## src/rtl/mkte_pkg.sv

```systemverilog
`default_nettype none
package mkte_pkg;

  // Message store size; write_addr and cursor widths are sized for it.
  localparam logic [9:0] MSG_SIZE = 10'd512;

  // Key codes
  localparam logic [4:0] KEY_NONE  = 5'd0;
  localparam logic [4:0] KEY_DIG0  = 5'd1;
  localparam logic [4:0] KEY_DIG9  = 5'd10;
  localparam logic [4:0] KEY_A     = 5'd11;
  localparam logic [4:0] KEY_B     = 5'd12;
  localparam logic [4:0] KEY_C     = 5'd13;
  localparam logic [4:0] KEY_D     = 5'd14;
  localparam logic [4:0] KEY_STAR  = 5'd15;
  localparam logic [4:0] KEY_HASH  = 5'd16;
  localparam logic [4:0] SPEED_TOP = 5'd11;

  // View modes
  localparam logic [1:0] VIEW_STATIC = 2'd0;
  localparam logic [1:0] VIEW_PAGING = 2'd1;
  localparam logic [1:0] VIEW_SCROLL = 2'd2;
  localparam logic [1:0] VIEW_ROTATE = 2'd3;

  // Cursor styles
  localparam logic [1:0] CUR_OFF    = 2'd0;
  localparam logic [1:0] CUR_BLINK  = 2'd1;
  localparam logic [1:0] CUR_STEADY = 2'd2;

  localparam logic [3:0]  SPEED_RESET   = 4'd5;
  localparam logic [15:0] TIMEOUT_RESET = 16'd750;

  // Register map
  localparam logic REG_PRESS_TIMEOUT = 1'b0;

  // Characters
  localparam logic [7:0] CHAR_NUL   = 8'h00;
  localparam logic [7:0] CHAR_SPACE = 8'h20;
  localparam logic [7:0] CHAR_PLUS  = 8'h2B;
  localparam logic [7:0] DIGIT_BASE = 8'h30;
  localparam logic [7:0] UPPER_BASE = 8'h41;
  localparam logic [7:0] LOWER_BASE = 8'h61;

  // Number of letters/symbols before the digit itself, per digit key
  localparam logic [3:0] KEY_SPAN [10] = '{4'd2, 4'd10, 4'd3, 4'd3, 4'd3,
                                           4'd3, 4'd3, 4'd4, 4'd3, 4'd4};

  localparam logic [7:0] ONE_SYMBOLS [10] = '{8'h2E, 8'h2C, 8'h3F, 8'h21, 8'h2D,
                                              8'h28, 8'h29, 8'h2F, 8'h27, 8'h22};

  // First letter of each letter key relative to 'a' (keys 2..9; 7 and 9 have four)
  localparam logic [7:0] LETTER_OFFSET [10] = '{8'd0, 8'd0, 8'd0, 8'd3, 8'd6,
                                                8'd9, 8'd12, 8'd15, 8'd19, 8'd22};

  function automatic logic is_digit(input logic [4:0] code);
    is_digit = (code >= KEY_DIG0) && (code <= KEY_DIG9);
  endfunction

  function automatic logic [3:0] key_index(input logic [4:0] code);
    logic [4:0] k;
    k = code - KEY_DIG0;
    key_index = k[3:0];
  endfunction

  // Character selected by a digit key after sel presses
  function automatic logic [7:0] key_char(input logic [4:0] code, input logic [3:0] sel,
                                          input logic caps);
    logic [3:0] k;
    logic [7:0] base;
    k    = key_index(code);
    base = caps ? UPPER_BASE : LOWER_BASE;
    if (!is_digit(code)) begin
      key_char = CHAR_NUL;
    end else if (sel == KEY_SPAN[k]) begin
      key_char = DIGIT_BASE + {4'b0, k};
    end else if (k == 4'd0) begin
      key_char = (sel != 4'd0) ? CHAR_PLUS : CHAR_SPACE;
    end else if (k == 4'd1) begin
      key_char = (sel < 4'd10) ? ONE_SYMBOLS[sel] : DIGIT_BASE + 8'd1;
    end else begin
      key_char = base + LETTER_OFFSET[k] + {4'b0, sel};
    end
  endfunction

endpackage
`default_nettype wire

```

## src/rtl/multitap_keypad_text_entry_core.sv

```systemverilog
// Multi-tap text entry for a 4x4 keypad. Feed one request per 1 ms tick carrying the key
// currently held (0 for none); every request yields exactly one result with an optional
// character write to the message store plus the cursor, length and mode state after that
// tick. A new request is taken every cycle while the output side does not stall; each
// one passes an input register, then one combinational update of the state registers
// and the result register. The repeat window and idle cursor advance use press_timeout
// ticks (register 0, byte address 0, reset 750); a hold needs more than twice that.
// Writes at position 512 or above are dropped.
`default_nettype none
module multitap_keypad_text_entry_core (
  input  wire logic        clk,
  input  wire logic        rst_n,
  input  wire logic        in_valid,
  output logic             in_stall,
  input  wire logic [4:0]  in_key_code,
  output logic             out_valid,
  input  wire logic        out_stall,
  output logic             out_write_valid,
  output logic [8:0]       out_write_addr,
  output logic [7:0]       out_write_char,
  output logic [9:0]       out_cursor_pos,
  output logic [9:0]       out_message_length,
  output logic             out_writing_mode,
  output logic             out_caps_on,
  output logic [1:0]       out_view_mode,
  output logic             out_flashing_on,
  output logic [3:0]       out_speed_factor,
  output logic [1:0]       out_cursor_style,
  input  wire logic        psel,
  input  wire logic        penable,
  input  wire logic        pwrite,
  input  wire logic [2:0]  paddr,
  input  wire logic [31:0] pwdata,
  output logic [31:0]      prdata,
  output logic             pready
);

  logic [15:0] timeout_r;

  logic       req_valid_r;
  logic [4:0] req_key_r;
  logic       step_en;
  logic       in_accept;

  logic        out_valid_r;
  logic        wr_valid_r, wr_valid_nxt;
  logic [8:0]  wr_addr_r, wr_addr_nxt;
  logic [7:0]  wr_char_r, wr_char_nxt;

  logic [31:0] tick_r, tick_nxt;
  logic [31:0] press_r, press_nxt;
  logic [31:0] release_r, release_nxt;
  logic [4:0]  last_r, last_nxt;
  logic [4:0]  prior_r, prior_nxt;
  logic [9:0]  cursor_r, cursor_nxt;
  logic [9:0]  length_r, length_nxt;
  logic        writing_r, writing_nxt;
  logic        caps_r, caps_nxt;
  logic        held_r, held_nxt;
  logic        texp_r, texp_nxt;
  logic [3:0]  sym_r, sym_nxt;
  logic [1:0]  view_r, view_nxt;
  logic        flash_r, flash_nxt;
  logic [3:0]  speed_r, speed_nxt;
  logic [1:0]  look_r, look_nxt;

  logic        wr_req;
  logic [9:0]  wr_pos;
  logic [7:0]  wr_ch;
  logic [31:0] since_rel;
  logic [31:0] since_press;

  // Configuration
  assign pready = 1'b1;
  assign prdata = (paddr[2] == mkte_pkg::REG_PRESS_TIMEOUT) ? {16'b0, timeout_r} : 32'b0;

  always_ff @(posedge clk) begin
    if (!rst_n) begin
      timeout_r <= mkte_pkg::TIMEOUT_RESET;
    end else if (psel && penable && pwrite && pready &&
                 paddr[2] == mkte_pkg::REG_PRESS_TIMEOUT) begin
      timeout_r <= pwdata[15:0];
    end
  end

  // Handshake: input register feeds result register
  assign step_en   = req_valid_r && (!out_valid_r || !out_stall);
  assign in_stall  = req_valid_r && !step_en;
  assign in_accept = in_valid && !in_stall;

  always_ff @(posedge clk) begin
    if (!rst_n) begin
      req_valid_r <= 1'b0;
      out_valid_r <= 1'b0;
    end else begin
      if (in_accept) begin
        req_valid_r <= 1'b1;
      end else if (step_en) begin
        req_valid_r <= 1'b0;
      end
      out_valid_r <= step_en || (out_valid_r && out_stall);
    end
  end

  // Unknown codes count as no key
  always_ff @(posedge clk) begin
    if (in_accept) begin
      req_key_r <= (in_key_code > mkte_pkg::KEY_HASH) ? mkte_pkg::KEY_NONE : in_key_code;
    end
  end

  assign tick_nxt    = tick_r + 32'd1;
  assign since_rel   = tick_nxt - release_r;
  assign since_press = tick_nxt - press_r;

  always_comb begin
    press_nxt   = press_r;
    release_nxt = release_r;
    last_nxt    = last_r;
    prior_nxt   = prior_r;
    cursor_nxt  = cursor_r;
    length_nxt  = length_r;
    writing_nxt = writing_r;
    caps_nxt    = caps_r;
    held_nxt    = held_r;
    texp_nxt    = texp_r;
    sym_nxt     = sym_r;
    view_nxt    = view_r;
    flash_nxt   = flash_r;
    speed_nxt   = speed_r;
    look_nxt    = look_r;
    wr_req      = 1'b0;
    wr_pos      = cursor_r;
    wr_ch       = mkte_pkg::CHAR_NUL;

    if (req_key_r == mkte_pkg::KEY_NONE) begin
      if (last_r != mkte_pkg::KEY_NONE) begin
        prior_nxt   = last_r;
        last_nxt    = mkte_pkg::KEY_NONE;
        release_nxt = tick_nxt;
      end else if (since_rel >= {16'b0, timeout_r} && !texp_r &&
                   mkte_pkg::is_digit(prior_r) && cursor_r < mkte_pkg::MSG_SIZE) begin
        // idle spell: advance past the last typed character
        cursor_nxt = cursor_r + 10'd1;
        look_nxt   = mkte_pkg::CUR_BLINK;
        texp_nxt   = 1'b1;
      end
    end else if (req_key_r == last_r) begin
      if (writing_r && since_press > {15'b0, timeout_r, 1'b0} && !held_r) begin
        held_nxt = 1'b1;
        if (mkte_pkg::is_digit(req_key_r)) begin
          wr_req = 1'b1;
          wr_ch  = mkte_pkg::DIGIT_BASE + {4'b0, mkte_pkg::key_index(req_key_r)};
        end
      end
    end else begin
      press_nxt = tick_nxt;
      if (writing_r) begin
        if (prior_r == req_key_r && last_r == mkte_pkg::KEY_NONE && !held_r &&
            since_rel < {16'b0, timeout_r}) begin
          sym_nxt = sym_r + 4'd1;
        end else begin
          sym_nxt = 4'd0;
          if (!texp_r && mkte_pkg::is_digit(prior_r) && last_r != mkte_pkg::KEY_D &&
              cursor_r < mkte_pkg::MSG_SIZE && cursor_r < length_r) begin
            cursor_nxt = cursor_r + 10'd1;
          end
          look_nxt = mkte_pkg::CUR_BLINK;
        end
        if (mkte_pkg::is_digit(req_key_r) &&
            sym_nxt > mkte_pkg::KEY_SPAN[mkte_pkg::key_index(req_key_r)]) begin
          sym_nxt = 4'd0;
        end
        held_nxt = 1'b0;
        texp_nxt = 1'b0;
        if (last_r != mkte_pkg::KEY_NONE) begin
          prior_nxt = last_r;
        end
        last_nxt = req_key_r;

        case (req_key_r)
          mkte_pkg::KEY_STAR: begin
            writing_nxt = 1'b0;
            look_nxt    = mkte_pkg::CUR_OFF;
          end
          mkte_pkg::KEY_A: begin
            if (cursor_nxt != 10'd0) begin
              cursor_nxt = cursor_nxt - 10'd1;
            end
          end
          mkte_pkg::KEY_B: begin
            if (cursor_nxt != length_r && cursor_nxt < mkte_pkg::MSG_SIZE) begin
              cursor_nxt = cursor_nxt + 10'd1;
            end
          end
          mkte_pkg::KEY_C: begin
            wr_req = 1'b1;
            if (cursor_nxt == length_r && cursor_nxt != 10'd0) begin
              // backspace at the end: terminate one position earlier
              wr_pos     = cursor_nxt - 10'd1;
              wr_ch      = mkte_pkg::CHAR_NUL;
              cursor_nxt = cursor_nxt - 10'd1;
            end else begin
              wr_pos = cursor_nxt;
              wr_ch  = mkte_pkg::CHAR_SPACE;
            end
          end
          mkte_pkg::KEY_D: begin
            caps_nxt = !caps_r;
          end
          mkte_pkg::KEY_HASH: begin
          end
          default: begin
            wr_req   = 1'b1;
            wr_pos   = cursor_nxt;
            wr_ch    = mkte_pkg::key_char(req_key_r, sym_nxt, caps_r);
            look_nxt = mkte_pkg::CUR_STEADY;
          end
        endcase
      end else begin
        last_nxt = req_key_r;
        case (req_key_r)
          mkte_pkg::KEY_HASH: begin
            writing_nxt = 1'b1;
            look_nxt    = mkte_pkg::CUR_BLINK;
            sym_nxt     = 4'd0;
            last_nxt    = mkte_pkg::KEY_NONE;
            prior_nxt   = mkte_pkg::KEY_NONE;
            if (cursor_r > length_r) begin
              cursor_nxt = length_r;
            end
          end
          mkte_pkg::KEY_A: begin
            view_nxt = (view_r == mkte_pkg::VIEW_PAGING) ? mkte_pkg::VIEW_STATIC
                                                         : mkte_pkg::VIEW_PAGING;
          end
          mkte_pkg::KEY_B: begin
            view_nxt = (view_r == mkte_pkg::VIEW_SCROLL) ? mkte_pkg::VIEW_STATIC
                                                         : mkte_pkg::VIEW_SCROLL;
          end
          mkte_pkg::KEY_C: begin
            view_nxt = (view_r == mkte_pkg::VIEW_ROTATE) ? mkte_pkg::VIEW_STATIC
                                                         : mkte_pkg::VIEW_ROTATE;
          end
          mkte_pkg::KEY_D: begin
            flash_nxt = !flash_r;
          end
          mkte_pkg::KEY_STAR: begin
          end
          default: begin
            speed_nxt = 4'(mkte_pkg::SPEED_TOP - req_key_r);
          end
        endcase
      end
    end

    // Message store write and length tracking
    wr_valid_nxt = 1'b0;
    wr_addr_nxt  = 9'd0;
    wr_char_nxt  = mkte_pkg::CHAR_NUL;
    if (wr_req && wr_pos < mkte_pkg::MSG_SIZE) begin
      wr_valid_nxt = 1'b1;
      wr_addr_nxt  = wr_pos[8:0];
      wr_char_nxt  = wr_ch;
      if (wr_ch == mkte_pkg::CHAR_NUL) begin
        if (wr_pos < length_r) begin
          length_nxt = wr_pos;
        end
      end else if (wr_pos == length_r) begin
        length_nxt = length_r + 10'd1;
      end
    end

    if (!writing_nxt) begin
      look_nxt = mkte_pkg::CUR_OFF;
    end
  end

  always_ff @(posedge clk) begin
    if (!rst_n) begin
      tick_r     <= 32'd0;
      press_r    <= 32'd0;
      release_r  <= 32'd0;
      last_r     <= mkte_pkg::KEY_NONE;
      prior_r    <= mkte_pkg::KEY_NONE;
      cursor_r   <= 10'd0;
      length_r   <= 10'd0;
      writing_r  <= 1'b0;
      caps_r     <= 1'b0;
      held_r     <= 1'b0;
      texp_r     <= 1'b0;
      sym_r      <= 4'd0;
      view_r     <= mkte_pkg::VIEW_STATIC;
      flash_r    <= 1'b0;
      speed_r    <= mkte_pkg::SPEED_RESET;
      look_r     <= mkte_pkg::CUR_OFF;
      wr_valid_r <= 1'b0;
      wr_addr_r  <= 9'd0;
      wr_char_r  <= mkte_pkg::CHAR_NUL;
    end else if (step_en) begin
      tick_r     <= tick_nxt;
      press_r    <= press_nxt;
      release_r  <= release_nxt;
      last_r     <= last_nxt;
      prior_r    <= prior_nxt;
      cursor_r   <= cursor_nxt;
      length_r   <= length_nxt;
      writing_r  <= writing_nxt;
      caps_r     <= caps_nxt;
      held_r     <= held_nxt;
      texp_r     <= texp_nxt;
      sym_r      <= sym_nxt;
      view_r     <= view_nxt;
      flash_r    <= flash_nxt;
      speed_r    <= speed_nxt;
      look_r     <= look_nxt;
      wr_valid_r <= wr_valid_nxt;
      wr_addr_r  <= wr_addr_nxt;
      wr_char_r  <= wr_char_nxt;
    end
  end

  // State registers only move with a result, so they double as the result fields
  assign out_valid          = out_valid_r;
  assign out_write_valid    = wr_valid_r;
  assign out_write_addr     = wr_addr_r;
  assign out_write_char     = wr_char_r;
  assign out_cursor_pos     = cursor_r;
  assign out_message_length = length_r;
  assign out_writing_mode   = writing_r;
  assign out_caps_on        = caps_r;
  assign out_view_mode      = view_r;
  assign out_flashing_on    = flash_r;
  assign out_speed_factor   = speed_r;
  assign out_cursor_style   = look_r;

endmodule
`default_nettype wire

```

## config.mk

```make
export PLATFORM = sky130hd
export DESIGN_NAME = multitap_keypad_text_entry_core
export DESIGN_NICKNAME = d
export VERILOG_FILES = /design/src/rtl/mkte_pkg.sv /design/src/rtl/multitap_keypad_text_entry_core.sv
export SDC_FILE = /design/constraint.sdc
export NUM_CORES = 1
export LEC_CHECK = 0
export BUFFER_PORTS_ARGS = -buffer_cell sky130_fd_sc_hd__buf_4
export CAP_MARGIN = 20
export CORE_ASPECT_RATIO = 0.75
export CORE_MARGIN = 1.5
export CORE_UTILIZATION = 55
export DETAILED_ROUTE_END_ITERATION = 10
export HOLD_SLACK_MARGIN = 0.15
export MAX_ROUTING_LAYER = met4
export PLACE_DENSITY = 0.77
export SYNTH_ARGS = -nofsm -noshare
export SYNTH_HDL_FRONTEND = slang
export SYNTH_SLANG_ARGS = --single-unit
```

## constraint.sdc

```tcl
create_clock -name clk -period 10.55 [get_ports clk]
set_input_delay 2.11 -clock clk [delete_from_list [all_inputs] [get_ports clk]]
set_output_delay 2.11 -clock clk [all_outputs]
set_load 0.01 [all_outputs]
```

==> results of run 1 <==
==> critical path, delay by kind of cell, from the launching register on <==
kind,cells,cell delay [ps]
adders and majority gates,4,1020
AOI/OAI and AO/OA,12,2860
xor gates and xnor gates,2,390
DFF,1,340
muxes,1,300
buffers and inverters,7,890
and+or+nand+nor,18,4220
==> power groups by stage <==
stage	Combinational, W	Sequential [W]	Clock (W)
after floorplan	0.000302	0.000738	0
after global placement	0.000401	0.000742	0
after detailed placement	0.000411	0.000743	0
after CTS	0.000416	0.000727	0.000629
after global routing	0.000473	0.000729	0.000655
final	0.000433	0.000727	0.000623
==> path summary, 6_finish.rpt <==
path                                                      endpoint                            from  slack, ps  cells past startpoint
worst max-delay path            out_message_length[3]$_SDFFE_PN0P_          tick_r[0]$_SDFFE_PN0P_        410                     44
worst min-delay path                out_write_char[0]$_SDFFE_PN0P_  out_write_char[0]$_SDFFE_PN0P_        450                      2
worst max register to register  out_message_length[3]$_SDFFE_PN0P_          tick_r[0]$_SDFFE_PN0P_        410                     44
worst min register to register      out_write_char[0]$_SDFFE_PN0P_  out_write_char[0]$_SDFFE_PN0P_        450                      2
==> synthesized netlist by cell type (all sizes together), types with 29 or more instances <==
library cell  number  area share, %
nor2             258            5.9
nand2            203            4.6
dfxtp            179             22
a21oi            168            5.2
inv              154            3.5
ha               143             11
o21ai             98            3.1
clkbuf            93            2.1
a211oi            86            4.0
xnor2             79            4.4
xor2              70            3.7
nand3             68            2.2
nor3              47            1.5
a21o              46            2.1
buf               40            1.6
and3              38            1.4
nand4             36            1.4
o211ai            29            1.3
==> registers in the layout, indices dropped and copies added (netlist names), 4 cells and up <==
signal / flops
out_write_char: 8
timeout_r: 16
out_speed_factor: 4
tick_r: 32
prior_r: 5
req_key_r: 5
out_write_addr: 9
release_r: 32
out_cursor_pos: 10
out_message_length: 10
press_r: 32
sym_r: 4
last_r: 5
==> cells by family after synthesis <==
family,after synthesis
muxes,18
xor gates and xnor gates,149
and+or+nand+nor,800
other,2
AOI/OAI and AO/OA,630
adders and majority gates,146
DFF,184
buffers and inverters,288
==> metal layers <==
layer	global-route usage (%)	vias to the layer above	part of all wire (%)
met2	46.5	879	40
met5	-	-	0
li1	-	8082	-
met4	6.77	0	1.4
met1	50.9	7953	47
met3	9.15	65	12
==> final cells by class <==
cell class / instances / area [µm²]
Tap cell: 392 / 490
Sequential cell: 184 / 3730
Clock buffer: 17 / 425
Clock inverter: 15 / 119
Multi-Input combinational cell: 1760 / 11700
Timing Repair Buffer: 170 / 1280
Inverter: 155 / 584
Fill cell: 2676 / 10900
==> metrics by stage <==
stage	hold WS, ps	utilization, %	instances	setup WS, ps
floorplan	436	-	2232	738
global placement	443	60.4	2660	109
detailed placement	449	60.4	2660	142
CTS	458	62.2	2692	61.2
global route	476	62.7	2693	2.24
finish	454	62.7	2693	410
==> timing repair <==
| action | CTS | global route |
|---|---|---|
| pin swaps | 0 | 3 |
| endpoints found under the setup margin | 1 | 11 |
| setup buffers | 0 | 1 |
| resized for setup | 1 | 32 |
==> impl_metrics.ini, run 1 <==
[pwr]
internal_power_w = 0.00119
power.leakage_nw = 7.87
p_sw_w = 0.000590
comb_power_share_pct = 24.3
seqPwrFrac_pct = 40.8
p_per_area_nw_per_um2 = 97.2
switching_share_pct = 33.1
ir_worst_vdd_mv = 0.112
pwr-share-clk_pct = 34.9
total_power_w = 0.00178

[timing]
fin_crit_sh_pct = 96.1
finalSetupViolCount = 0
finalHoldViolations = 0
drv_slew = 0
finalSetupTns_ps = 0
fmax_mhz = 98.6
period_minus_slack_ps = 10140
slew_headroom_pct = 30.1
rsz0062_at_grt = no
fin_skew_ps = 12.8
worst_pin_slew_ps = 1050

[setup_path]
max_stage_delay_ps = 560
critPathKind = reg2reg
worstSetupEndpointType = flip-flop
crit_required_ps = 10910
critPathLaunchType = flip-flop
cpMaxStageDelayCell = or4_4
worstPathArrival_ps = 10500
crit_fanout = 8

[drt]
drtAntennaViolNets = 0
drt_wl_total_um = 53000
vias = 17000
viasPerCell = 6.30
drcViolationCount = 0
wire_per_inst_um = 19.7
drtPass1Iterations = 6
drt-initial-drc-count = 2005

[clock_tree]
ctsHoldBuffers = 0
clk_pin_slew_ps = 70
numCtsBuffers = 17
cts_tree = built
ctsLongestPathBuffers = 2
htreeDepth = 4
clk_latency_ps = 470
root_buffer = clkbuf_16
cts.sinks = 184

[layout]
finalInstanceArea_um2 = 18300
diodes = 0
mostFrequentLayoutCell = nor2_1
drive_gt1_share_pct = 12.3
area_growth_pct = 11.5
layout.nets = 2481
final_cell_mix = nor2_1 (256), nand2_1 (202), dfxtp_1 (179)

[synth]
synth_cells = 2217
muxShareOfSynthArea_pct = 1.17
async_reset_ff_share_pct = 0
synth_edf_count = 5
yosys_warnings = 0
synth_flop_cell = dfxtp_1
ys_seq_area_share_pct = 22.7
synthAdderAreaFrac_pct = 11.2
ys_types = 105
synth-xor-area-share_pct = 8.10
synth_top_family_by_area = compound AO/OA/AOI/OAI gates
synth_compound_area_share_pct = 26.2
ys_ff_latch = 184
synthesis.area_um2 = 16400
synth-simple-area-share_pct = 23.3
postSynthAreaPerCell_um2 = 7.42

[global_routing]
antenna_found_initial = 1
grtUsageTotal_pct = 34.6
grt_pass1_vias = 15300
grt_max_degree = 85
grt_pass1_wl_um = 83400
gr-total-overflow = 0

[run]
drv_cap = 0

[floorplan]
start_util_pct = 56.2
row_count = 54
core_um2 = 29300
die_h_um = 153
die_area_um2 = 31000
die_x_um = 203
pin_count = 131

[placement]
hpwl_um = 40600
io_buffers = 95
place.gp.congestion = 0.985
place_area_um2 = 17700

[run_status]
status = finished clean

[hold_path]
hold_path.class = reg2reg
Power figures use the tool's default switching activity.
==> inputs of run 2 (changes only) <==
CORE_UTILIZATION = 56   (was 55)
CTS_CLUSTER_SIZE = 8   (was unset)
PLACE_DENSITY = 0.78   (was 0.77)
==> run 2 against run 1 <==
Sequential cell count is the same. Sequential power is essentially flat. Routed wire length grew 1.3%. Final cell count shrank 0.52%. Core utilization grew 0.75 points. Design area grew 0.26%. Via count shrank 0.98%. Non-clock buffer count shrank 13. Critical endpoint is now out_message_length[5]$_SDFFE_PN0P_. Largest cell class unchanged. Highest routed layer unchanged.
==> impl_metrics.ini, run 2 (same netlist as run 1, synthesis figures left out) <==
[run_status]
status = finished clean

[setup_path]
startpoint = tick_r[0]$_SDFFE_PN0P_
critPathLaunchType = flip-flop
cp-endpoint = out_message_length[5]$_SDFFE_PN0P_
cpMostUsedCell = ha_1
max_stage_delay_ps = 550
worstPathArrival_ps = 10340
crit_required_ps = 10850
regToRegStartpoint = tick_r[0]$_SDFFE_PN0P_
cpMaxStageDelayCell = or4_4
worstSetupEndpointType = flip-flop
r2r_cells = 43
timing.rr.end = out_message_length[5]$_SDFFE_PN0P_
crit_fanout = 12
critPathKind = reg2reg
regToRegSetupSlack_ps = 500

[drt]
wire_per_inst_um = 20.1
drtAntennaViolNets = 0
viasPerCell = 6.28
drcViolationCount = 0
drt_wl_total_um = 53700
vias = 16800
drt-initial-drc-count = 1828
drtPass1Iterations = 6

[layout]
diodes = 0
final_core_util_pct = 63.4
drive_gt1_share_pct = 12.2
mostFrequentLayoutCell = nor2_1
multiInputGateArea_um2 = 11800
largest_registers = press_r: 32 flops, release_r: 32 flops, tick_r: 32 flops
final_cell_mix = nor2_1 (254), nand2_1 (201), dfxtp_1 (179)
fill_cells = 2612
finalInstanceArea_um2 = 18400
regArea_um2 = 3730
area_growth_pct = 11.8
layout.nets = 2468

[global_routing]
antenna_found_initial = 1
grtUsageTotal_pct = 35.3
grt_pass1_wl_um = 82400
gr-total-overflow = 0
grt_max_degree = 92
grt_pass1_vias = 14800

[clock_tree]
htreeDepth = 4
cts.sinks = 184
clk_pin_slew_ps = 70
clk_latency_ps = 450
ctsLongestPathBuffers = 2
root_buffer = clkbuf_16
ctsHoldBuffers = 0
numCtsBuffers = 17
cts_tree = built

[pwr]
power.leakage_nw = 7.87
total_power_w = 0.00188
ir_worst_vdd_mv = 0.110
p_per_area_nw_per_um2 = 102

[floorplan]
start_util_pct = 56.7
die_h_um = 151
pin_count = 131
row_count = 54
die_x_um = 201
die_area_um2 = 30400
core_um2 = 29000

[timing]
fin_skew_ps = 12.8
period_minus_slack_ps = 10050
finalSetupTns_ps = 0
fin_crit_sh_pct = 95.2
drv_slew = 0
fmax_mhz = 99.6
worst_pin_slew_ps = 988
finalHoldViolations = 0
fin_ws_ps = 505
finalSetupViolCount = 0
slew_headroom_pct = 34.1

[placement]
io_buffers = 95
hpwl_um = 41200
place_area_um2 = 17600
place.gp.congestion = 0.989
place_ws_ps = 7.43

[hold_path]
hold_path.class = reg2reg

[run]
drv_cap = 0
run 2: cell count changes in the layout (fill, tap and decap cells not counted), moves of 3 or more:
cell	delta
buf_4	-13
inv_6	-6
bufinv_16	+4
clkinv_4	+3
clkinvlp_4	-3
run 2: worst max-delay path: cells and delay by family, from the launching register on:
family          cells  cell delay (ps)
simple gates       21             4720
compound gates     10             2000
fa+ha+maj           4             1320
buf+inv             5              770
xor+xnor            2              380
flops               1              350
mux                 1              330
run 2: layer usage:
metal	GRT usage, %	share of wire (%)	up-vias	wire, µm
met4	8.72	1.8	0	968
met1	51.2	48	7895	25900
met3	9.14	10	70	5630
met5	-	0	-	0
li1	-	-	8070	-
met2	47.8	40	777	21300
run 2: final cells by class:
type / count / share of cell area, %
clock buffers: 19 / 2.46
clock inverters: 12 / 1.04
inverters: 155 / 3.18
multi-input cells: 1760 / 63.9
flip-flops and latches: 184 / 20.3
well taps: 392 / 2.67
repair buffers: 157 / 6.41
run 2: through the flow:
step | hold slack [ps] | instances
2_1_floorplan | 436 | 2232
3_3_place_gp | 443 | 2646
3_5_place_dp | 447 | 2646
4_1_cts | 457 | 2677
5_1_grt | 474 | 2679
6_report | 459 | 2679
run 2: repair_timing:
action                     in CTS  in global routing
cloned                          0                  0
setup buffers                   0                  2
gates resized for setup         3                 39
hold endpoints to repair        0                  0
pin swaps                       0                  5
setup endpoints to repair       8                 11
run 2: worst min path at each step:
stage | startpoint | to | cells past startpoint
detailed placement | timeout_r[14]$_SDFFE_PN0P_ | timeout_r[14]$_SDFFE_PN0P_ | 2
finish | timeout_r[14]$_SDFFE_PN0P_ | timeout_r[14]$_SDFFE_PN0P_ | 2
global placement | out_write_char[3]$_SDFFE_PN0P_ | out_write_char[3]$_SDFFE_PN0P_ | 2
floorplan | timeout_r[10]$_SDFFE_PN0P_ | timeout_r[10]$_SDFFE_PN0P_ | 2
global route | timeout_r[8]$_SDFFE_PN0P_ | timeout_r[8]$_SDFFE_PN0P_ | 2
CTS | timeout_r[14]$_SDFFE_PN0P_ | timeout_r[14]$_SDFFE_PN0P_ | 2
run 2: power by group:
group          internal (W)  switching, W
Combinational      0.000168      0.000263
Sequential         0.000713     0.0000143
Clock              0.000414      0.000312
